<file path="src/rtl/core/lpct_pkg.sv">
`default_nettype none
package lpct_pkg;

    // field and register widths
    localparam int FRAME_W = 43;
    localparam int RING_W  = 8;
    localparam int TIME_W  = 53;
    localparam int REL_W   = 17;
    localparam int HC_W    = 16;
    localparam int LINES_W = 8;

    // one sweep is 100 ms
    localparam logic [REL_W-1:0] SWEEP_US = REL_W'(100000);

    // supported laser line counts
    localparam logic [LINES_W-1:0] LINES_64  = LINES_W'(64);
    localparam logic [LINES_W-1:0] LINES_128 = LINES_W'(128);

    // configuration register indexes
    localparam int CFG_INDEX_W = 1;
    localparam logic [CFG_INDEX_W-1:0] REG_HORIZON_COLUMNS = 1'b0;
    localparam logic [CFG_INDEX_W-1:0] REG_SCAN_LINES      = 1'b1;

    // quotient steps of the relative time divider
    localparam int DIV_STEPS = REL_W;
    localparam int STEP_W    = 5;

    // back end sequencer
    typedef enum logic [1:0] {
        BK_IDLE,
        BK_MUL,
        BK_DIV,
        BK_OUT
    } back_state_t;

endpackage
`default_nettype wire

</file>
<file path="src/rtl/core/lpct_fifo.sv">
`default_nettype none
module lpct_fifo #(
    parameter int WIDTH = 8,
    parameter int DEPTH = 2
) (
    input  wire logic             aclk,
    input  wire logic             aresetn,
    input  wire logic             push,
    input  wire logic [WIDTH-1:0] push_data,
    output logic                  full,
    input  wire logic             pop,
    output logic [WIDTH-1:0]      pop_data,
    output logic                  empty
);

    localparam int PTR_W = (DEPTH > 1) ? $clog2(DEPTH) : 1;
    localparam int CNT_W = $clog2(DEPTH + 1);

    logic [WIDTH-1:0] mem_reg [DEPTH];
    logic [PTR_W-1:0] wr_ptr_reg, wr_ptr_next;
    logic [PTR_W-1:0] rd_ptr_reg, rd_ptr_next;
    logic [CNT_W-1:0] count_reg, count_next;

    assign full     = (count_reg == CNT_W'(DEPTH));
    assign empty    = (count_reg == '0);
    assign pop_data = mem_reg[rd_ptr_reg];

    // pointer and fill count update
    always_comb begin
        wr_ptr_next = wr_ptr_reg;
        rd_ptr_next = rd_ptr_reg;
        count_next  = count_reg;
        if (push) begin
            wr_ptr_next = (wr_ptr_reg == PTR_W'(DEPTH - 1)) ? '0 : wr_ptr_reg + PTR_W'(1);
        end
        if (pop) begin
            rd_ptr_next = (rd_ptr_reg == PTR_W'(DEPTH - 1)) ? '0 : rd_ptr_reg + PTR_W'(1);
        end
        if (push && !pop) begin
            count_next = count_reg + CNT_W'(1);
        end else if (pop && !push) begin
            count_next = count_reg - CNT_W'(1);
        end
    end

    always_ff @(posedge aclk) begin
        if (!aresetn) begin
            wr_ptr_reg <= '0;
            rd_ptr_reg <= '0;
            count_reg  <= '0;
        end else begin
            wr_ptr_reg <= wr_ptr_next;
            rd_ptr_reg <= rd_ptr_next;
            count_reg  <= count_next;
        end
    end

    // storage, no reset needed
    always_ff @(posedge aclk) begin
        if (push) begin
            mem_reg[wr_ptr_reg] <= push_data;
        end
    end

endmodule
`default_nettype wire

</file>
<file path="src/rtl/core/lpct_front.sv">
`default_nettype none
module lpct_front #(
    parameter int COLUMN_WIDTH = 16
) (
    input  wire logic                          aclk,
    input  wire logic                          aresetn,
    input  wire logic [lpct_pkg::HC_W-1:0]     horizon_columns,
    input  wire logic [lpct_pkg::LINES_W-1:0]  scan_lines,
    input  wire logic                          in_valid,
    output logic                               in_ready,
    input  wire logic                          frame_start,
    input  wire logic [lpct_pkg::FRAME_W-1:0]  frame_time_ms,
    input  wire logic [lpct_pkg::RING_W-1:0]   ring,
    output logic                               push,
    output logic [lpct_pkg::FRAME_W+COLUMN_WIDTH+1:0] push_data,
    input  wire logic                          full
);

    localparam int CMP_W = (COLUMN_WIDTH > lpct_pkg::HC_W) ? COLUMN_WIDTH : lpct_pkg::HC_W;

    logic [COLUMN_WIDTH-1:0]         col_reg, col_next, base_col, step_col;
    logic                            pv_reg, pv_next, base_pv;
    logic [lpct_pkg::RING_W-1:0]     pr_reg, pr_next;
    logic                            abn_reg, abn_next, base_abn;
    logic                            accept, supported, rising, clamp;

    assign in_ready = !full;
    assign accept   = in_valid && !full;

    // column tracking and clamp decision for the point being accepted
    always_comb begin
        base_col  = frame_start ? '0   : col_reg;
        base_pv   = frame_start ? 1'b0 : pv_reg;
        base_abn  = frame_start ? 1'b0 : abn_reg;
        supported = (scan_lines == lpct_pkg::LINES_64) || (scan_lines == lpct_pkg::LINES_128);
        // no stored ring reads as minus one, below every ring
        rising    = !base_pv || (ring > pr_reg);
        if (rising) begin
            step_col = base_col;
        end else if (base_col == {COLUMN_WIDTH{1'b1}}) begin
            step_col = base_col;
        end else begin
            step_col = base_col + COLUMN_WIDTH'(1);
        end
        clamp = CMP_W'(step_col) > CMP_W'(horizon_columns);

        col_next = col_reg;
        pv_next  = pv_reg;
        pr_next  = pr_reg;
        abn_next = abn_reg;
        push     = 1'b0;
        if (accept) begin
            if (supported) begin
                col_next = step_col;
                pv_next  = rising;
                pr_next  = ring;
                abn_next = base_abn | clamp;
                push     = 1'b1;
            end else begin
                // frame start still clears the state
                col_next = base_col;
                pv_next  = base_pv;
                abn_next = base_abn;
            end
        end
        // entry: frame time, column, clamp, flag from the lowest bit up
        push_data = {base_abn | clamp, clamp, step_col, frame_time_ms};
    end

    always_ff @(posedge aclk) begin
        if (!aresetn) begin
            col_reg <= '0;
            pv_reg  <= 1'b0;
            pr_reg  <= '0;
            abn_reg <= 1'b0;
        end else begin
            col_reg <= col_next;
            pv_reg  <= pv_next;
            pr_reg  <= pr_next;
            abn_reg <= abn_next;
        end
    end

endmodule
`default_nettype wire

</file>
<file path="src/rtl/core/lpct_back.sv">
`default_nettype none
module lpct_back #(
    parameter int COLUMN_WIDTH = 16
) (
    input  wire logic                          aclk,
    input  wire logic                          aresetn,
    input  wire logic [lpct_pkg::HC_W-1:0]     horizon_columns,
    input  wire logic                          empty,
    input  wire logic [lpct_pkg::FRAME_W+COLUMN_WIDTH+1:0] pop_data,
    output logic                               pop,
    output logic                               out_valid,
    input  wire logic                          out_ready,
    output logic [lpct_pkg::TIME_W-1:0]        point_time_us,
    output logic [lpct_pkg::REL_W-1:0]         relative_time_us,
    output logic                               time_abnormal
);

    localparam int NUM_W = COLUMN_WIDTH + lpct_pkg::REL_W;
    localparam int DSH_W = lpct_pkg::HC_W + lpct_pkg::DIV_STEPS - 1;
    localparam int DIV_W = (NUM_W > DSH_W) ? NUM_W : DSH_W;
    localparam int FRAME_W = lpct_pkg::FRAME_W;
    localparam int TIME_W  = lpct_pkg::TIME_W;
    localparam int REL_W   = lpct_pkg::REL_W;

    lpct_pkg::back_state_t state_reg, state_next;

    logic [FRAME_W-1:0]      ms_reg, ms_next;
    logic [COLUMN_WIDTH-1:0] col_reg, col_next;
    logic                    clamp_reg, clamp_next;
    logic                    abn_reg, abn_next;
    logic [TIME_W-1:0]       base_us_reg, base_us_next;
    logic [DIV_W-1:0]        num_reg, num_next;
    logic [DIV_W-1:0]        dsh_reg, dsh_next;
    logic [REL_W-1:0]        quo_reg, quo_next;
    logic [lpct_pkg::STEP_W-1:0] step_reg, step_next;
    logic                    out_valid_reg, out_valid_next;
    logic [TIME_W-1:0]       time_reg, time_next;
    logic [REL_W-1:0]        rel_reg, rel_next;
    logic                    flag_reg, flag_next;
    logic [REL_W-1:0]        rel;
    logic                    fits;
    logic [TIME_W-1:0]       ms_ext;

    assign out_valid        = out_valid_reg;
    assign point_time_us    = time_reg;
    assign relative_time_us = rel_reg;
    assign time_abnormal    = flag_reg;

    always_comb begin
        state_next     = state_reg;
        ms_next        = ms_reg;
        col_next       = col_reg;
        clamp_next     = clamp_reg;
        abn_next       = abn_reg;
        base_us_next   = base_us_reg;
        num_next       = num_reg;
        dsh_next       = dsh_reg;
        quo_next       = quo_reg;
        step_next      = step_reg;
        out_valid_next = out_valid_reg;
        time_next      = time_reg;
        rel_next       = rel_reg;
        flag_next      = flag_reg;
        pop            = 1'b0;
        ms_ext         = TIME_W'(ms_reg);
        fits           = (num_reg >= dsh_reg);

        // result register empties on a transfer
        if (out_valid_reg && out_ready) begin
            out_valid_next = 1'b0;
        end

        // zero columns give zero even for a zero divisor
        if (clamp_reg) begin
            rel = lpct_pkg::SWEEP_US;
        end else if (col_reg == '0) begin
            rel = '0;
        end else begin
            rel = quo_reg;
        end

        case (state_reg)
            lpct_pkg::BK_IDLE: begin
                if (!empty) begin
                    pop        = 1'b1;
                    ms_next    = pop_data[FRAME_W-1:0];
                    col_next   = pop_data[FRAME_W +: COLUMN_WIDTH];
                    clamp_next = pop_data[FRAME_W + COLUMN_WIDTH];
                    abn_next   = pop_data[FRAME_W + COLUMN_WIDTH + 1];
                    state_next = lpct_pkg::BK_MUL;
                end
            end
            lpct_pkg::BK_MUL: begin
                // numerator and ms to us: 1000 = 1024 - 16 - 8
                num_next     = DIV_W'(NUM_W'(col_reg) * NUM_W'(lpct_pkg::SWEEP_US));
                dsh_next     = DIV_W'(horizon_columns) << (lpct_pkg::DIV_STEPS - 1);
                quo_next     = '0;
                step_next    = lpct_pkg::STEP_W'(lpct_pkg::DIV_STEPS - 1);
                base_us_next = (ms_ext << 10) - (ms_ext << 4) - (ms_ext << 3);
                state_next   = lpct_pkg::BK_DIV;
            end
            lpct_pkg::BK_DIV: begin
                // one restoring step; quotient stays below 2^17 when not clamped
                if (fits) begin
                    num_next = num_reg - dsh_reg;
                end
                quo_next = {quo_reg[REL_W-2:0], fits};
                dsh_next = dsh_reg >> 1;
                if (step_reg == '0) begin
                    state_next = lpct_pkg::BK_OUT;
                end else begin
                    step_next = step_reg - lpct_pkg::STEP_W'(1);
                end
            end
            lpct_pkg::BK_OUT: begin
                if (!out_valid_reg || out_ready) begin
                    out_valid_next = 1'b1;
                    time_next      = base_us_reg + TIME_W'(rel);
                    rel_next       = rel;
                    flag_next      = abn_reg;
                    state_next     = lpct_pkg::BK_IDLE;
                end
            end
            default: begin
                state_next = lpct_pkg::BK_IDLE;
            end
        endcase
    end

    // control state
    always_ff @(posedge aclk) begin
        if (!aresetn) begin
            state_reg     <= lpct_pkg::BK_IDLE;
            out_valid_reg <= 1'b0;
            step_reg      <= '0;
        end else begin
            state_reg     <= state_next;
            out_valid_reg <= out_valid_next;
            step_reg      <= step_next;
        end
    end

    // datapath
    always_ff @(posedge aclk) begin
        ms_reg      <= ms_next;
        col_reg     <= col_next;
        clamp_reg   <= clamp_next;
        abn_reg     <= abn_next;
        base_us_reg <= base_us_next;
        num_reg     <= num_next;
        dsh_reg     <= dsh_next;
        quo_reg     <= quo_next;
        time_reg    <= time_next;
        rel_reg     <= rel_next;
        flag_reg    <= flag_next;
    end

endmodule
`default_nettype wire

</file>
<file path="src/rtl/core/lidar_point_column_timestamper.sv">
`default_nettype none
// Lidar point column timestamper. Points come in on the s_axis stream
// (frame_start in tuser); each point whose line count setting is 64 or 128
// yields one result on m_axis with the absolute point time in microseconds,
// the relative time within the 100 ms sweep and the sticky per-frame
// abnormal flag in tuser. Points under any other line count give no result.
// The front end takes one point per cycle while its two-entry queue has room;
// the back end works on one result at a time (queue pop, multiply, 17
// steps of the shift-subtract divider for column * 100000 / horizon_columns,
// result load, which waits for a free m_axis slot) and takes the next point
// only after that load. Write cfg registers only while the block is idle:
// index 0 is horizon_columns (reset 1800), index 1 is scan_lines (reset 64).
module lidar_point_column_timestamper #(
    parameter int COLUMN_WIDTH = 16
) (
    input  wire logic                               aclk,
    input  wire logic                               aresetn,
    // configuration write port
    input  wire logic                               cfg_we,
    input  wire logic [lpct_pkg::CFG_INDEX_W-1:0]   cfg_index,
    input  wire logic [lpct_pkg::HC_W-1:0]          cfg_wdata,
    // point input
    input  wire logic                               s_axis_tvalid,
    output logic                                    s_axis_tready,
    input  wire logic [55:0]                        s_axis_tdata,  // frame_time_ms, ring, zero pad
    input  wire logic                               s_axis_tuser,  // frame_start
    // timestamp output
    output logic                                    m_axis_tvalid,
    input  wire logic                               m_axis_tready,
    output logic [71:0]                             m_axis_tdata,  // point_time_us, relative_time_us, zero pad
    output logic                                    m_axis_tuser   // time_abnormal
);

    localparam int ENTRY_W = lpct_pkg::FRAME_W + COLUMN_WIDTH + 2;

    logic [lpct_pkg::HC_W-1:0]    hc_reg, hc_next;
    logic [lpct_pkg::LINES_W-1:0] lines_reg, lines_next;
    logic                         push, pop, full, empty;
    logic [ENTRY_W-1:0]           push_data, pop_data;
    logic [lpct_pkg::TIME_W-1:0]  point_time_us;
    logic [lpct_pkg::REL_W-1:0]   relative_time_us;

    // configuration registers
    always_comb begin
        hc_next    = hc_reg;
        lines_next = lines_reg;
        if (cfg_we) begin
            case (cfg_index)
                lpct_pkg::REG_HORIZON_COLUMNS: hc_next    = cfg_wdata;
                lpct_pkg::REG_SCAN_LINES:      lines_next = cfg_wdata[lpct_pkg::LINES_W-1:0];
                default: begin
                    hc_next    = hc_reg;
                    lines_next = lines_reg;
                end
            endcase
        end
    end

    always_ff @(posedge aclk) begin
        if (!aresetn) begin
            hc_reg    <= lpct_pkg::HC_W'(1800);
            lines_reg <= lpct_pkg::LINES_64;
        end else begin
            hc_reg    <= hc_next;
            lines_reg <= lines_next;
        end
    end

    lpct_front #(
        .COLUMN_WIDTH (COLUMN_WIDTH)
    ) u_front (
        .aclk            (aclk),
        .aresetn         (aresetn),
        .horizon_columns (hc_reg),
        .scan_lines      (lines_reg),
        .in_valid        (s_axis_tvalid),
        .in_ready        (s_axis_tready),
        .frame_start     (s_axis_tuser),
        .frame_time_ms   (s_axis_tdata[lpct_pkg::FRAME_W-1:0]),
        .ring            (s_axis_tdata[lpct_pkg::FRAME_W +: lpct_pkg::RING_W]),
        .push            (push),
        .push_data       (push_data),
        .full            (full)
    );

    lpct_fifo #(
        .WIDTH (ENTRY_W),
        .DEPTH (2)
    ) u_fifo (
        .aclk      (aclk),
        .aresetn   (aresetn),
        .push      (push),
        .push_data (push_data),
        .full      (full),
        .pop       (pop),
        .pop_data  (pop_data),
        .empty     (empty)
    );

    lpct_back #(
        .COLUMN_WIDTH (COLUMN_WIDTH)
    ) u_back (
        .aclk             (aclk),
        .aresetn          (aresetn),
        .horizon_columns  (hc_reg),
        .empty            (empty),
        .pop_data         (pop_data),
        .pop              (pop),
        .out_valid        (m_axis_tvalid),
        .out_ready        (m_axis_tready),
        .point_time_us    (point_time_us),
        .relative_time_us (relative_time_us),
        .time_abnormal    (m_axis_tuser)
    );

    // pack result fields, lowest first
    assign m_axis_tdata = {2'b00, relative_time_us, point_time_us};

endmodule
`default_nettype wire
</file>
<file path="config.mk">
export PLATFORM = sky130hd
export DESIGN_NAME = lidar_point_column_timestamper
export DESIGN_NICKNAME = d
export VERILOG_FILES = /design/src/rtl/core/lpct_pkg.sv /design/src/rtl/core/lpct_fifo.sv /design/src/rtl/core/lpct_front.sv /design/src/rtl/core/lpct_back.sv /design/src/rtl/core/lidar_point_column_timestamper.sv
export SDC_FILE = /design/constraint.sdc
export NUM_CORES = 1
export LEC_CHECK = 0
export ABC_AREA = 1
export BUFFER_PORTS_ARGS = -buffer_cell sky130_fd_sc_hd__buf_4
export CAP_MARGIN = 20
export CORE_MARGIN = 2
export CORE_UTILIZATION = 50
export CTS_BUF_LIST = sky130_fd_sc_hd__clkbuf_16
export DETAILED_ROUTE_END_ITERATION = 7
export PLACE_DENSITY_LB_ADDON = 0.2
export SLEW_MARGIN = 20
export SYNTH_ARGS = -nofsm -noshare
export SYNTH_HDL_FRONTEND = slang
export SYNTH_SLANG_ARGS = --single-unit
</file>
<file path="constraint.sdc">
create_clock -name aclk -period 6.75 [get_ports aclk]
set_input_delay 0.3375 -clock aclk [delete_from_list [all_inputs] [get_ports aclk]]
set_output_delay 0.3375 -clock aclk [all_outputs]
set_load 0.1 [all_outputs]
</file>
Word level (Yosys, flattened, before mapping)
Memory sizes are Yosys's and may differ from the RTL's. A register that Yosys moved wholly into a read port is not among the register bits.
Index checks and enable logic that the tools add are counted.

word-level totals
  memory bits (writable) = 122
  input port bits = 79
  logic and storage cells = 108
  memories = 1
  output and inout bits = 75
  bits in registers = 269

memories
  name            words  width  read ports  clocked after Yosys merged registers in  wr ports  RTL line         RTL
  u_fifo.mem_reg  2      61     1           1                                        1         lpct_fifo.sv:19  logic [WIDTH-1:0] mem_reg [DEPTH];

operators by class
  muxes and demuxes = 33
  equality and inequality tests = 12
  bitwise operators = 3
  reductions and logical operators = 26
  add/sub/neg operators = 10
  order comparisons = 3
  multiply operators = 1

operator list
  operator                count
  $pmux 33 s2             2
  $mux 16                 4
  $add 53x17->53          1
  $sub 53x46->53          1
  $sub 53x47->53          1
  $mux 17                 2
  $pmux 17 s2             1
  $ge 33x33->1            1
  $mux 33                 1
  $sub 33x33->33          1
  $mul 16x12->28 const B  1
  $add 16x1->16 const B   1
  $eq 16x16->1 const B    1
  $gt 16x16->1            1
  $logic_not 16->1        1
  $mux 1                  15
  $reduce_and 2->1        7
  $mux 2                  5
  $pmux 5 s2              1
  $eq 8x7->1 const B      1
  $eq 8x8->1 const B      1
  $gt 8x8->1              1
  $pmux 2 s4              1
  $eq 2x2->1 const B      3
  17 further kinds        33

Logic depth before layout (Yosys ltp)
  depth after elaboration = 8
  mapped depth = 25

By module
A second synthesis with hierarchy kept.

second synthesis, totals
  cells, all modules = 3961
  area total of the unflattened synthesis = 32162.1 um^2

modules (own cells, without submodules)
  module                          times used  cells each  area each (um^2)  sequential area each (um^2)
  lpct_back                       1           3103        23277.3           7997.7
  lpct_fifo                       1           225         4934.7            3763.6
  lpct_front                      1           497         2965.3            520.5
  lidar_point_column_timestamper  1           136         984.7             480.5

Worst setup path after synthesis
No wires, ideal clock.

  path type = register -> register
  start point = register u_fifo.count_reg[0]
  end point = memory u_fifo.mem_reg[0][0] (netlist bit), enable pin
  path slack = 1.752 ns
  period minus slack after synthesis = 4.998 ns
  stages on the path, launching flop included = 8
  path buffers = 1
  setup time = 0.481 ns
  arrival time = 4.517 ns
  path through = dfxtp_1 inv_1 nand2_1 nand2_1 nor2_8 inv_2 buf_6 nor2_1

on the way
  word-level cells in the longest chain between the ends = 6

RTL lines
  what                          RTL line                              RTL
  start: declaration            lpct_fifo.sv:22                       logic [CNT_W-1:0] count_reg, count_next;
  start signal: assignment      lpct_fifo.sv:54                       count_reg <= count_next;
  $eq 2x2->1                    lpct_fifo.sv:24                       assign full = (count_reg == CNT_W'(DEPTH));
  $logic_not 1->1               --
  via s_axis_tready             lidar_point_column_timestamper.sv:24  output logic s_axis_tready,
  $logic_and 1x1->1             lpct_front.sv:28                      assign accept = in_valid && !full;
  $mux 1                        lpct_front.sv:52                      if (accept) begin
  via push                      lidar_point_column_timestamper.sv:38  logic push, pop, full, empty;
  $mux 1                        lpct_fifo.sv:60                       if (push) begin
  $mux 1 (not written as such)  lpct_fifo.sv:61                       mem_reg[wr_ptr_reg] <= push_data;
  end: declaration              lpct_fifo.sv:19

The timed path passes the listed nets, and every way through them passes these cells.

Final worst setup path
  start point = register u_back.col_reg[2]
  end point = register u_back.num_reg[28], data pin

on the way
  word-level cells in the longest chain between the ends = 2

RTL lines
  what                      RTL line          RTL
  start: declaration        lpct_back.sv:28   logic [COLUMN_WIDTH-1:0] col_reg, col_next;
  start signal: assignment  lpct_back.sv:146  col_reg <= col_next;
  $mul 16x12->28            lpct_back.sv:95   num_next = DIV_W'(NUM_W'(col_reg) * NUM_W'(lpct_pkg::SWEEP_US));
  $pmux 33 s2               lpct_back.sv:82   case (state_reg)
  via u_back.num_next[28]   lpct_back.sv:32   logic [DIV_W-1:0] num_reg, num_next;
  end signal: assignment    lpct_back.sv:150  num_reg <= num_next;
  end: declaration          lpct_back.sv:32

The timed path passes the listed nets, and every way through them passes these cells.
A chain may end at the register's enable or synchronous reset.

==> results.sh <==
export IMPL_finalClockSkew_ns=0.0133
export IMPL_fin_crit_sh_pct=74.9
export IMPL_critPathMaxFanout=7
export IMPL_synth_area_top_cells="edfxtp_1 39%, nand2_1 11%, ha_1 11%"
export IMPL_start_kind="register"
export IMPL_final_cell_area_um2=33500
export IMPL_syn2layout_area_growth_pct=13.4
export IMPL_wire_per_inst_um=15.9
export IMPL_min_period_ns=5.06
export IMPL_clock_sinks=445
export IMPL_fillers=5344
export IMPL_synth_xor_area_share_pct=3.41
export IMPL_run_status="finished, final reports clean"
export IMPL_synth_edf_count=383
export IMPL_cp_arrival_ns=5.37
export IMPL_hold_ws_ns=0.0221
export IMPL_clock_path_buffers=3
export IMPL_synth_top_family_by_area="simple AND/OR/NAND/NOR gates"
export IMPL_drive_gt1_share_pct=7.51
export IMPL_finalHoldViolations=0
export IMPL_syn_inst=3457
export IMPL_syn_area_per_cell_um2=8.54
export IMPL_required_ns=7.07
export IMPL_cts_root_buf="clkbuf_16"
export IMPL_yosysTopAreaCellShare_pct=38.9
export IMPL_post_cts_buffers=0
export IMPL_die_y_um=247
export IMPL_largest_reg_flops=122
export IMPL_synth_compound_area_share_pct=9.58
export IMPL_die_w_um=247
export IMPL_design_die_area_um2=61000
export IMPL_insertion_delay_ns=0.59
export IMPL_synthesis_area_um2=29500
export IMPL_synth_main_ff_cell="edfxtp_1"
export IMPL_ys_ff_latch=445
export IMPL_clk_pin_slew_ns=0.06
export IMPL_cts_tree="done"
export IMPL_cap_violations=0
export IMPL_gp_congestion=0.961
export IMPL_final_common_cell="nand2_1"
export IMPL_setup_viol=0
export IMPL_synthAdderAreaFrac_pct=15.9
export IMPL_start_util_pct=50.3
export IMPL_vias_per_cell=5.15
export IMPL_final_nets=4074
export IMPL_grtUsageTotal_pct=23.6
export IMPL_slew_headroom_pct=35.8
export IMPL_routed_wl_um=71300
export IMPL_numCtsBuffers=47
export IMPL_antenna_cells=0
export IMPL_drc=0
export IMPL_multiInputGateArea_um2=14500
export IMPL_htree_num_levels=2
export IMPL_cts_resized=0
export IMPL_synth_mux_area_share_pct=0.0339
export IMPL_crit_type="reg2reg"
export IMPL_fmax_mhz=198
export IMPL_worst_pin_slew_ns=0.961
export IMPL_grt_max_degree=68
export IMPL_vias=23000
export IMPL_finalMaxSlewViolations=0
export IMPL_synth_warnings=0
export IMPL_synth_top_area_cell="edfxtp_1"
export IMPL_synth_simple_area_share_pct=20.0
export IMPL_async_reset_ff_share_pct=0
export IMPL_netlist_cell_type_count=49
export IMPL_antenna_found_initial=0
export IMPL_first_iter_violations=1669
export IMPL_gr_total_overflow=0
export IMPL_yosysSeqAreaShare_pct=43.1
export IMPL_coreArea_um2=58700
export IMPL_grt_pass1_wl_um=114000
export IMPL_placed_cell_area_um2=31500
export IMPL_grt_pass1_vias=22100
export IMPL_tns_ns=0
export IMPL_dp_hpwl_um=55800
export IMPL_final_cell_mix="853 x nand2_1, 555 x inv_1, 383 x edfxtp_1"
export IMPL_antenna_left=0
export IMPL_io_pin_count=154
export IMPL_rsz0062_at_grt="no"
export IMPL_cp_end_kind="register"
export IMPL_hp_class="in2reg"
export IMPL_dr_pass1_iters=6
export IMPL_seqCellArea_um2=12700
export IMPL_portBuffers=146
export IMPL_rows=89
## cells in the mapped netlist, types with 36 or more instances
cell	instances
xor2_1	78
nand2_1	854
nor3_1	42
ha_1	256
o21ai_0	185
nand4_1	54
inv_1	548
dfxtp_1	62
nor2_1	306
xnor2_1	37
fa_1	74
a21oi_1	248
edfxtp_1	383
nand3_1	135
clkbuf_1	36
## through the flow
| step | worst slack [ns] | instances | utilization [%] |
|---|---|---|---|
| 4_1_cts | 1.70 | 4474 | 57.0 |
| 6_report | 1.69 | 4474 | 57.0 |
| 3_5_place_dp | 1.73 | 4340 | 53.6 |
| 3_3_place_gp | 1.78 | 4339 | 53.6 |
| 2_1_floorplan | 1.75 | 3458 | - |
| 5_1_grt | 1.39 | 4474 | 57.0 |
## logic make-up (layout without fill, tap and decap cells)
logic type / Yosys count / count (layout)
XOR/XNOR: 115 / 115
multiplexers: 1 / 1
AO/OA/AOI/OAI: 526 / 526
adder cells (fa/ha/maj): 330 / 330
buffers and inverters: 606 / 849
flip-flops: 445 / 445
AND/OR/NAND/NOR: 1433 / 1433
other: 1 / 2
## per-layer routing
layer	global-route usage, %	wire length [um]	up-vias
met5	0	0	-
met4	5.71	1580	0
met3	2.70	3660	91
met2	37.2	31500	550
met1	34.6	34600	10600
li1	-	-	11800
## worst max-delay path, stage by stage (launching register included)
cell and delay, ns:
edfxtp_1 0.59, inv_1 0.08, ha_1 0.35, ha_1 0.36
xor2_1 0.19, ha_1 0.18, a31o_2 0.23, fa_1 0.50
inv_1 0.06, fa_1 0.52, inv_1 0.04, ha_1 0.36
nand2_1 0.13, nor2_1 0.23, nand2_1 0.08, o21ai_0 0.45
nand2_1 0.13, nand2_1 0.09, nand2_1 0.05, nand3_1 0.08
o21ai_1 0.10
## what timing repair did
| item | 4_1_cts | 5_1_grt |
|---|---|---|
| hold buffers | 49 | 0 |
| hold endpoints to repair | 93 | 0 |
| setup endpoints to repair | 0 | 0 |
## final cells by class
cell class	count	share of cell area (%)
sequential	445	38.1
clock inverter	36	0.833
multi-input combinational	2407	43.2
clock buffer	49	3.66
tap	773	2.89
inverter	556	6.25
timing repair buffer	208	5.07
## final timing paths
kind / startpoint / slack [ns] / cells past startpoint / to
max reg2reg: u_back.col_reg[2] / 1.69 / 20 / u_back.num_reg[28]
min: cfg_wdata[1] / 0.02 / 3 / lines_reg[1]
min reg2reg: u_back.abn_reg / 0.42 / 0 / u_back.time_abnormal
max: u_back.col_reg[2] / 1.69 / 20 / u_back.num_reg[28]
Power is not shown: default switching activity piles up to over one toggle a cycle in this logic, so the estimate is an artifact.
